$ cat src/hw/rtl/gtlj_pkg.sv
// Package for the greedy text line justifier: widths, constants, state enum.
// No dependencies.
`timescale 1ns / 1ps
`default_nettype none
package gtlj_pkg;
  localparam int MAX_LINE_WIDTH = 32;
  localparam logic [7:0] SPACE_CODE = 8'd32;
  localparam logic [5:0] WIDTH_RESET = 6'd16;

  typedef enum logic [2:0] {
    ST_IDLE,
    ST_COPY,
    ST_EMIT,
    ST_SPLIT
  } state_t;
endpackage
`default_nettype wire

$ cat src/hw/rtl/gtlj_ram.sv
// Generic single-port-write, single-port-read RAM with registered read.
// No dependencies.
`timescale 1ns / 1ps
`default_nettype none
module gtlj_ram #(
  parameter int WIDTH = 8,
  parameter int DEPTH = 32
) (
  input  wire logic                     clk,
  input  wire logic                     we,
  input  wire logic [$clog2(DEPTH)-1:0] waddr,
  input  wire logic [WIDTH-1:0]         wdata,
  input  wire logic [$clog2(DEPTH)-1:0] raddr,
  output logic      [WIDTH-1:0]         rdata
);
  logic [WIDTH-1:0] mem [DEPTH];

  always_ff @(posedge clk) begin
    if (we) begin
      mem[waddr] <= wdata;
    end
    rdata <= mem[raddr];
  end
endmodule
`default_nettype wire

$ cat src/hw/rtl/greedy_text_line_justifier.sv
// Greedy full-justify text formatter, top level.
// Depends on gtlj_pkg and gtlj_ram.
//
//  channel | dir | handshake     | payload
//  in_     | in  | valid / stall | ch, word_end, text_end
//  out_    | out | valid / stall | out_char, line_end, run_last
//  cfg_    | in  | valid / ready | data (max_width)
//
// A character that does not end a word is stored in idle. At a word end the
// kept characters are copied into the line store and the length is filed. A
// full line first runs the divide, then emits its output beats word by word
// and closes; the last line at end of text skips the divide.
// Reset is synchronous, active low; no clearing pass after reset. Input stalls
// outside idle and while a beat waits; a stalled output freezes the emit state.
`timescale 1ns / 1ps
`default_nettype none
module greedy_text_line_justifier #(
  parameter int MAX_LINE_WIDTH = gtlj_pkg::MAX_LINE_WIDTH
) (
  input  wire logic       clk,
  input  wire logic       rst_n,
  input  wire logic       in_valid,
  output logic            in_stall,
  input  wire logic [7:0] in_ch,
  input  wire logic       in_word_end,
  input  wire logic       in_text_end,
  output logic            out_valid,
  input  wire logic       out_stall,
  output logic      [7:0] out_out_char,
  output logic            out_line_end,
  output logic            out_run_last,
  input  wire logic       cfg_valid,
  output logic            cfg_ready,
  input  wire logic [5:0] cfg_data
);
  localparam int AW = $clog2(MAX_LINE_WIDTH);
  localparam int SLOTS = (MAX_LINE_WIDTH + 1) / 2;
  localparam int SW = (SLOTS > 1) ? $clog2(SLOTS) : 1;
  localparam int CW = $clog2(MAX_LINE_WIDTH + 1) + 1;

  gtlj_pkg::state_t st_r, st_nxt;

  logic [5:0]   width_r;
  logic [CW-1:0] cw_r, cw_nxt;
  logic [CW-1:0] cl_r, cl_nxt;
  logic [SW:0]   nw_r, nw_nxt;
  logic [CW-1:0] len_r, len_nxt;
  logic          te_r, te_nxt, emit2_r, emit2_nxt, last_r, last_nxt;
  logic [CW-1:0] src_r, src_nxt;
  logic [CW-1:0] pos_r, pos_nxt;
  logic [SW:0]   k_r, k_nxt;
  logic [CW-1:0] j_r, j_nxt;
  logic [CW-1:0] sp_r, sp_nxt;
  logic [CW-1:0] base_r, base_nxt, rem_r, rem_nxt, gaps_r, gaps_nxt;
  logic [CW-1:0] fr_r, fr_nxt;
  logic [7:0]    oc_r, oc_nxt;
  logic          ol_r, ol_nxt, orl_r, orl_nxt;
  logic          pend_r, pend_nxt;

  logic [CW-1:0] w_eff;
  always_comb begin
    if (width_r == 6'd0) w_eff = CW'(1);
    else if (32'(width_r) > MAX_LINE_WIDTH) w_eff = CW'(MAX_LINE_WIDTH);
    else w_eff = CW'(width_r);
  end

  logic          ws_we, ls_we, wl_we;
  logic [AW-1:0] ws_wa, ws_ra, ls_wa, ls_ra;
  logic [7:0]    ws_wd, ws_rd, ls_wd, ls_rd;
  logic [SW-1:0] wl_wa, wl_ra;
  logic [5:0]    wl_wd, wl_rd;

  gtlj_ram #(.WIDTH(8), .DEPTH(MAX_LINE_WIDTH)) u_word (
    .clk(clk), .we(ws_we), .waddr(ws_wa), .wdata(ws_wd), .raddr(ws_ra), .rdata(ws_rd));
  gtlj_ram #(.WIDTH(8), .DEPTH(MAX_LINE_WIDTH)) u_line (
    .clk(clk), .we(ls_we), .waddr(ls_wa), .wdata(ls_wd), .raddr(ls_ra), .rdata(ls_rd));
  gtlj_ram #(.WIDTH(6), .DEPTH(SLOTS)) u_len (
    .clk(clk), .we(wl_we), .waddr(wl_wa), .wdata(wl_wd), .raddr(wl_ra), .rdata(wl_rd));

  // forward a write that lands on the entry being read in the same cycle
  logic       ws_hit_r, wl_hit_r;
  logic [7:0] ws_hd_r, ws_q;
  logic [5:0] wl_hd_r, wl_q;
  assign ws_q = ws_hit_r ? ws_hd_r : ws_rd;
  assign wl_q = wl_hit_r ? wl_hd_r : wl_rd;

  logic in_acc, out_acc, out_free;
  assign in_acc   = in_valid && !in_stall;
  assign out_acc  = out_valid && !out_stall;
  assign out_free = !pend_r || out_acc;
  assign in_stall = (st_r != gtlj_pkg::ST_IDLE) || (pend_r && !out_acc);
  assign cfg_ready = 1'b1;
  assign out_valid = pend_r;
  assign out_out_char = oc_r;
  assign out_line_end = ol_r;
  assign out_run_last = orl_r;

  logic [CW-1:0] cwi, lenw, fitsum;
  logic          fits;

  always_comb begin
    st_nxt = st_r; cw_nxt = cw_r; cl_nxt = cl_r; nw_nxt = nw_r; len_nxt = len_r;
    te_nxt = te_r; emit2_nxt = emit2_r; last_nxt = last_r;
    src_nxt = src_r; pos_nxt = pos_r; k_nxt = k_r; j_nxt = j_r; sp_nxt = sp_r;
    base_nxt = base_r; rem_nxt = rem_r; gaps_nxt = gaps_r; fr_nxt = fr_r;
    oc_nxt = oc_r; ol_nxt = ol_r; orl_nxt = orl_r;
    pend_nxt = pend_r && !out_acc;
    ws_we = 1'b0; ws_wa = cw_r[AW-1:0]; ws_wd = in_ch; ws_ra = '0;
    ls_we = 1'b0; ls_wa = '0; ls_wd = ws_q; ls_ra = src_r[AW-1:0];
    wl_we = 1'b0; wl_wa = nw_r[SW-1:0]; wl_wd = len_r[5:0]; wl_ra = k_r[SW-1:0];
    cwi = cw_r; lenw = '0; fitsum = '0; fits = 1'b0;
    unique case (st_r)
      gtlj_pkg::ST_IDLE: begin
        if (in_acc) begin
          cwi = cw_r;
          if (cw_r < w_eff) begin
            ws_we = 1'b1;
            cwi = cw_r + CW'(1);
          end
          if (in_word_end || in_text_end) begin
            lenw = (cwi > w_eff) ? w_eff : cwi;
            fitsum = cl_r + lenw + CW'(nw_r);
            fits = (32'(nw_r) < SLOTS) && (fitsum <= w_eff);
            cw_nxt = '0;
            len_nxt = lenw;
            te_nxt = in_text_end;
            emit2_nxt = !fits && (nw_r != '0);
            if (!fits) begin
              // hold the old line until emitted, then the word goes to slot 0
              if (nw_r == '0) begin
                cl_nxt = '0;
              end
            end
            j_nxt = '0;
            ws_ra = '0;
            if (emit2_nxt) begin
              last_nxt = 1'b0;
              st_nxt = gtlj_pkg::ST_SPLIT;
            end else begin
              st_nxt = gtlj_pkg::ST_COPY;
            end
            gaps_nxt = (nw_r > 0) ? CW'(nw_r) - CW'(1) : '0;
            fr_nxt = (w_eff > cl_r) ? w_eff - cl_r : '0;
            base_nxt = '0;
            rem_nxt = '0;
          end else begin
            cw_nxt = cwi;
          end
        end
      end
      gtlj_pkg::ST_SPLIT: begin
        // repeated subtraction: base = free / gaps, rem = free % gaps
        if (gaps_r != '0 && fr_r >= gaps_r) begin
          fr_nxt = fr_r - gaps_r;
          base_nxt = base_r + CW'(1);
        end else begin
          rem_nxt = (gaps_r != '0) ? fr_r : '0;
          k_nxt = '0; j_nxt = '0; src_nxt = '0; pos_nxt = '0;
          sp_nxt = '0;
          wl_ra = '0;
          ls_ra = '0;
          st_nxt = gtlj_pkg::ST_EMIT;
        end
      end
      gtlj_pkg::ST_COPY: begin
        // move one word character per cycle; read data of index j arrives
        ws_ra = j_r[AW-1:0] + AW'(1);
        if (j_r < len_r) begin
          if (32'(cl_r + j_r) < MAX_LINE_WIDTH) begin
            ls_we = 1'b1;
            ls_wa = AW'(cl_r + j_r);
          end
          j_nxt = j_r + CW'(1);
        end else begin
          wl_we = 1'b1;
          nw_nxt = nw_r + 1'b1;
          cl_nxt = cl_r + len_r;
          if (te_r) begin
            last_nxt = 1'b1;
            gaps_nxt = '0; base_nxt = '0; rem_nxt = '0;
            k_nxt = '0; j_nxt = '0; src_nxt = '0; pos_nxt = '0;
            sp_nxt = '0;
            wl_ra = '0; ls_ra = '0;
            st_nxt = gtlj_pkg::ST_EMIT;
          end else begin
            st_nxt = gtlj_pkg::ST_IDLE;
          end
        end
      end
      gtlj_pkg::ST_EMIT: begin
        // wl_q holds length of word k_r, ls_rd holds line_store[src_r]
        if (out_free) begin
          if (pos_r >= w_eff) begin
            nw_nxt = '0;
            cl_nxt = '0;
            if (!last_r) begin
              j_nxt = '0;
              ws_ra = '0;
              last_nxt = te_r;
              st_nxt = gtlj_pkg::ST_COPY;
            end else begin
              st_nxt = gtlj_pkg::ST_IDLE;
            end
          end else begin
            pend_nxt = 1'b1;
            ol_nxt = (pos_r + CW'(1) == w_eff);
            orl_nxt = ol_nxt && (last_r || !te_r);
            pos_nxt = pos_r + CW'(1);
            if (k_r < nw_r && 32'(k_r) < SLOTS && j_r < CW'(wl_q)) begin
              oc_nxt = (32'(src_r) < MAX_LINE_WIDTH) ? ls_rd : 8'd0;
              src_nxt = src_r + CW'(1);
              j_nxt = j_r + CW'(1);
              ls_ra = AW'(src_r + CW'(1));
              if (j_r + CW'(1) == CW'(wl_q)) begin
                sp_nxt = last_r ? CW'(1)
                                : base_r + ((CW'(k_r) < rem_r) ? CW'(1) : CW'(0));
                if (k_r + 1'b1 >= nw_r) begin
                  sp_nxt = '0;
                end
              end
            end else if (sp_r != '0) begin
              oc_nxt = gtlj_pkg::SPACE_CODE;
              sp_nxt = sp_r - CW'(1);
            end else if (k_r < nw_r && 32'(k_r) < SLOTS) begin
              // advance to next word; no output yet this cycle
              pend_nxt = pend_r && !out_acc;
              pos_nxt = pos_r;
              ol_nxt = ol_r;
              orl_nxt = orl_r;
              k_nxt = k_r + 1'b1;
              j_nxt = '0;
              wl_ra = SW'(k_r + 1'b1);
            end else begin
              oc_nxt = gtlj_pkg::SPACE_CODE;
            end
          end
        end
      end
      default: st_nxt = gtlj_pkg::ST_IDLE;
    endcase
  end

  always_ff @(posedge clk) begin
    if (!rst_n) begin
      st_r <= gtlj_pkg::ST_IDLE;
      width_r <= gtlj_pkg::WIDTH_RESET;
      cw_r <= '0; cl_r <= '0; nw_r <= '0; pend_r <= 1'b0;
    end else begin
      if (cfg_valid && cfg_ready) width_r <= cfg_data;
      st_r <= st_nxt; cw_r <= cw_nxt; cl_r <= cl_nxt; nw_r <= nw_nxt;
      pend_r <= pend_nxt;
    end
  end

  always_ff @(posedge clk) begin
    len_r <= len_nxt; te_r <= te_nxt; emit2_r <= emit2_nxt; last_r <= last_nxt;
    src_r <= src_nxt; pos_r <= pos_nxt; k_r <= k_nxt;
    j_r <= j_nxt; sp_r <= sp_nxt; base_r <= base_nxt; rem_r <= rem_nxt;
    gaps_r <= gaps_nxt; fr_r <= fr_nxt;
    oc_r <= oc_nxt; ol_r <= ol_nxt; orl_r <= orl_nxt;
    ws_hit_r <= ws_we && (ws_wa == ws_ra); ws_hd_r <= ws_wd;
    wl_hit_r <= wl_we && (wl_wa == wl_ra); wl_hd_r <= wl_wd;
  end
endmodule
`default_nettype wire

$ cat config.mk
export PLATFORM = sky130hd
export DESIGN_NAME = greedy_text_line_justifier
export DESIGN_NICKNAME = d
export VERILOG_FILES = /design/src/hw/rtl/gtlj_pkg.sv /design/src/hw/rtl/gtlj_ram.sv /design/src/hw/rtl/greedy_text_line_justifier.sv
export SDC_FILE = /design/constraint.sdc
export NUM_CORES = 1
export LEC_CHECK = 0
export BUFFER_PORTS_ARGS = -buffer_cell sky130_fd_sc_hd__buf_4
export CORE_ASPECT_RATIO = 0.5
export CORE_MARGIN = 3
export CORE_UTILIZATION = 60
export CTS_CLUSTER_DIAMETER = 60
export DETAILED_ROUTE_END_ITERATION = 16
export GPL_ROUTABILITY_DRIVEN = 0
export PLACE_DENSITY = 0.76
export REMOVE_ABC_BUFFERS = 1
export SLEW_MARGIN = 25
export SYNTH_ARGS = -nofsm -noshare
export SYNTH_HDL_FRONTEND = slang
export SYNTH_HIERARCHICAL = 1
export SYNTH_SLANG_ARGS = --single-unit
$ cat constraint.sdc
create_clock -name clk -period 7.5 [get_ports clk]
set_clock_uncertainty 0.1 [all_clocks]
set_input_delay 0.375 -clock clk [delete_from_list [all_inputs] [get_ports clk]]
set_output_delay 0.375 -clock clk [all_outputs]
set_load 0.01 [all_outputs]
==> summary.md <==
| Metric | Value |
|---|---|
| Final Hold Fails | 0 |
| Final setup vio count | 0 |
| CP Max Fanout | 9 |
| Routed WL | 69.6 mm |
| Power per Cell Area | 377 mW/mm^2 |
| Hold slack | 0.0254 ns |
| Post-DP HPWL | 45.2 mm |
| Synth Cell Area | 0.0330 mm^2 |
| CTS buffer count | 66 |
| Initial antenna violation count | 1 |
| Final Cycle Share | 93.1% |
| M1 GR Usage | 35.3% |
| Clock Sinks | 753 |
| Area leader, netlist | edfxtp_1 |
| Min cycle time layout | 6.98 ns |
| DR DRC count | 0 |
| Placeable Area | 0.0541 mm^2 |
| Vias in the first global route | 17,600 |
| Max-cap violations | 0 |
| Hold Path Class | in -> reg |
| CP Data Arrival Time | 7.39 ns |
| Top cells by count, synth | edfxtp_1 (687), mux4_2 (172), nor2_1 (148), ha_1 (97), inv_1 (76) |
| Slew Limit Fails | 0 |
| Worst setup margin | 0.518 ns |
| Die outline width | 338 um |
| Setup slack at placement | 0.0138 ns |
| DR iter-0 viols | 1,762 |
| Peak supply drop | 0.000230 V |
| Overflow after GRT | 0 |
| EDFF count, synth | 687 |
| Outcome | finished, final reports clean |
| Vias | 17,600 |
| Largest net degree at the start of global routing | 65 |
| IO Pins | 34 |
| Total die area | 0.0580 mm^2 |
| Synth Register Bits | 753 |
| Top post-synthesis cells by area | edfxtp_1 (63%), mux4_2 (12%), dfxtp_1 (4.0%), ha_1 (3.7%), nor2_1 (1.7%) |
| Met2 usage | 39.9% |
| RSZ-0062 raised after global routing | false |
| Seq/Total Area, Yosys | 66.5% |
| DR pass1 iterations | 5 |
| Synth Flop Type | edfxtp_1 |
| Relative slew slack | 28.4% |
| Count leader, synth | edfxtp_1 |
| Slew at the pin closest to its max-slew limit | 1.07 ns |
| # rows | 60 |
| Clk_lat worst skew | 0.61 ns |
| Maximum clock rate | 0.143 GHz |
| Synth Area per Inst | 16.9 um^2 |
| P&R area growth vs syn | 10.3% |
| First-pass GRT wire length | 107 mm |
| Gr busiest metal | met2 |
| GRT Util Overall | 24.9% |
| Async SR Flop Fraction | 0% |
| Worst path max stage delay | 0.47 ns |
| Antenna Cells | 0 |
| Layout cells sized above 1 | 19.2% |
| Area share of the largest cell type after synthesis | 62.5% |
| Syn Inst Count | 1,949 |
| Critical Path Most Common Cell | ha_1 |
| CTS Root Buffer Type | clkbuf_16 |
| Per-cell routed wire length | 25.0 um |
| Final-stage net count | 2,148 |
| Worst path slowest cell | fa_1 |
| Non-filler cells, final | 2,783 |
| Dpl cells | 2,646 |
| Clock-pin slew on the worst setup and hold paths | 0.06 ns |
| Clk buf depth | 3 |
| Ys Warns | 6 |
| GR Util met3 | 5.52% |
| Library cells used by synthesis | 82 |
| Data required, critical path | 7.91 ns |
| Starting Density | 61.0% |
| # port buffers | 32 |
| H-tree depth | 3 |
| Post-route ant nets | 0 |
| Die Y | 172 um |
| CP Class | reg -> reg |
| Leak | 0.0122 uW |
| CP Capture Type | flop |
| Critical Path Source Type | flop |
| TritonCTS clock tree | built |
| Vias/cell | 6.32 |
==> worst paths after layout <==
kind                                         to             from  depth (start not counted)  slack, ns
worst min-delay path                 width_r[5]        cfg_valid                          3       0.03
worst max register to register          cl_r[4]       width_r[5]                         30       0.52
worst max-delay path                    cl_r[4]       width_r[5]                         30       0.52
worst min register to register  out_out_char[7]  u_line/rdata[7]                          1       0.40
==> layout make-up <==
| type | count | area [um^2] |
|---|---|---|
| clock inverters | 29 | 359 |
| repair buffers | 75 | 613 |
| fillers | 3565 | 17700 |
| flip-flops and latches | 753 | 22000 |
| clock buffers | 89 | 1830 |
| inverters | 76 | 285 |
| multi-input cells | 1048 | 10400 |
| well taps | 713 | 892 |
==> metrics by stage <==
| stage | util, % | cell area [um^2] | power [uW] | setup TNS (ns) |
|---|---|---|---|---|
| 2_1_floorplan | - | 32600 | 8890 | -1.15 |
| 3_3_place_gp | 62.8 | 33900 | 10200 | 0 |
| 6_report | 67.3 | 36400 | 13700 | 0 |
| 3_5_place_dp | 62.8 | 34000 | 10300 | 0 |
| 5_1_grt | 67.3 | 36400 | 14400 | 0 |
| 4_1_cts | 67.2 | 36300 | 13800 | 0 |
==> worst max-delay path, delay by kind of cell (launching register included) <==
| family | cells | cell delay [ns] |
|---|---|---|
| compound gates | 12 | 2.51 |
| xor+xnor | 1 | 0.14 |
| buf+inv | 4 | 0.61 |
| fa+ha+maj | 5 | 1.66 |
| simple gates | 5 | 0.65 |
| mux | 3 | 0.81 |
| flops | 1 | 0.43 |
==> flip-flops by register name (all words and copies together), names as in the netlist, 7 cells and up <==
name and count:
u_len/mem 96, pos_r 7, fr_r 7, src_r 7
ws_hd_r 8, base_r 7, cw_r 7, out_out_char 8
j_r 7, rem_r 7, u_word/mem 256, u_word/rdata 8
cl_r 7, u_line/rdata 8, u_line/mem 256, len_r 7
sp_r 7
==> kinds of logic after synthesis <==
| family | Yosys count | synth area share, % |
|---|---|---|
| xor gates and xnor gates | 70 | 1.86 |
| buffers and inverters | 148 | 2.00 |
| other | 2 | 0.0228 |
| and+or+nand+nor | 440 | 6.74 |
| adders and majority gates | 107 | 4.29 |
| muxes | 238 | 14.4 |
| AOI/OAI and AO/OA | 191 | 4.10 |
| DFF | 753 | 66.5 |
==> per-layer routing <==
layer / part of all wire [%] / wire, um
met1: 43 / 29800
met2: 48 / 33300
met3: 7.2 / 5010
met4: 2.2 / 1530
met5: 0.014 / 10
==> what timing repair did <==
action                                  4_1_cts  5_1_grt
endpoints found under the setup margin        1        9
gates cloned                                  0        0
endpoints found under the hold margin        14        0
resized for setup                             1       10
buffers inserted                              0        2
hold buffers                                 16        0
pin swaps                                     0        1
==> cells in the final DEF, fill, tap and decap left out, types with 13 or more instances in the layout <==
| master | n |
|---|---|
| edfxtp_1 | 687 |
| mux4_2 | 172 |
| nor2_1 | 146 |
| ha_1 | 97 |
| inv_1 | 73 |
| clkbuf_16 | 69 |
| nand2_1 | 66 |
| dfxtp_1 | 65 |
| buf_4 | 57 |
| nand3_1 | 50 |
| a21oi_1 | 42 |
| xnor2_1 | 41 |
| and2_1 | 31 |
| xor2_1 | 29 |
| mux2_2 | 28 |
| o21ai_0 | 26 |
| mux2i_1 | 24 |
| nor3_1 | 19 |
| a21o_1 | 19 |
| nor2b_1 | 18 |
| clkbuf_1 | 17 |
| dlygate4sd3_1 | 16 |
| nand2b_1 | 15 |
| nand4_1 | 15 |
| nand3b_1 | 15 |
| a22oi_1 | 14 |
| or3_1 | 13 |
==> where the power goes <==
part / leakage, uW / switching (uW) / internal [uW] / total [uW]
Combinational: 0.00437 / 2650 / 2020 / 4670
Sequential: 0.00678 / 263 / 5280 / 5550
Clock: 0.00106 / 1480 / 2000 / 3480
(Power assumes the default switching activity.)
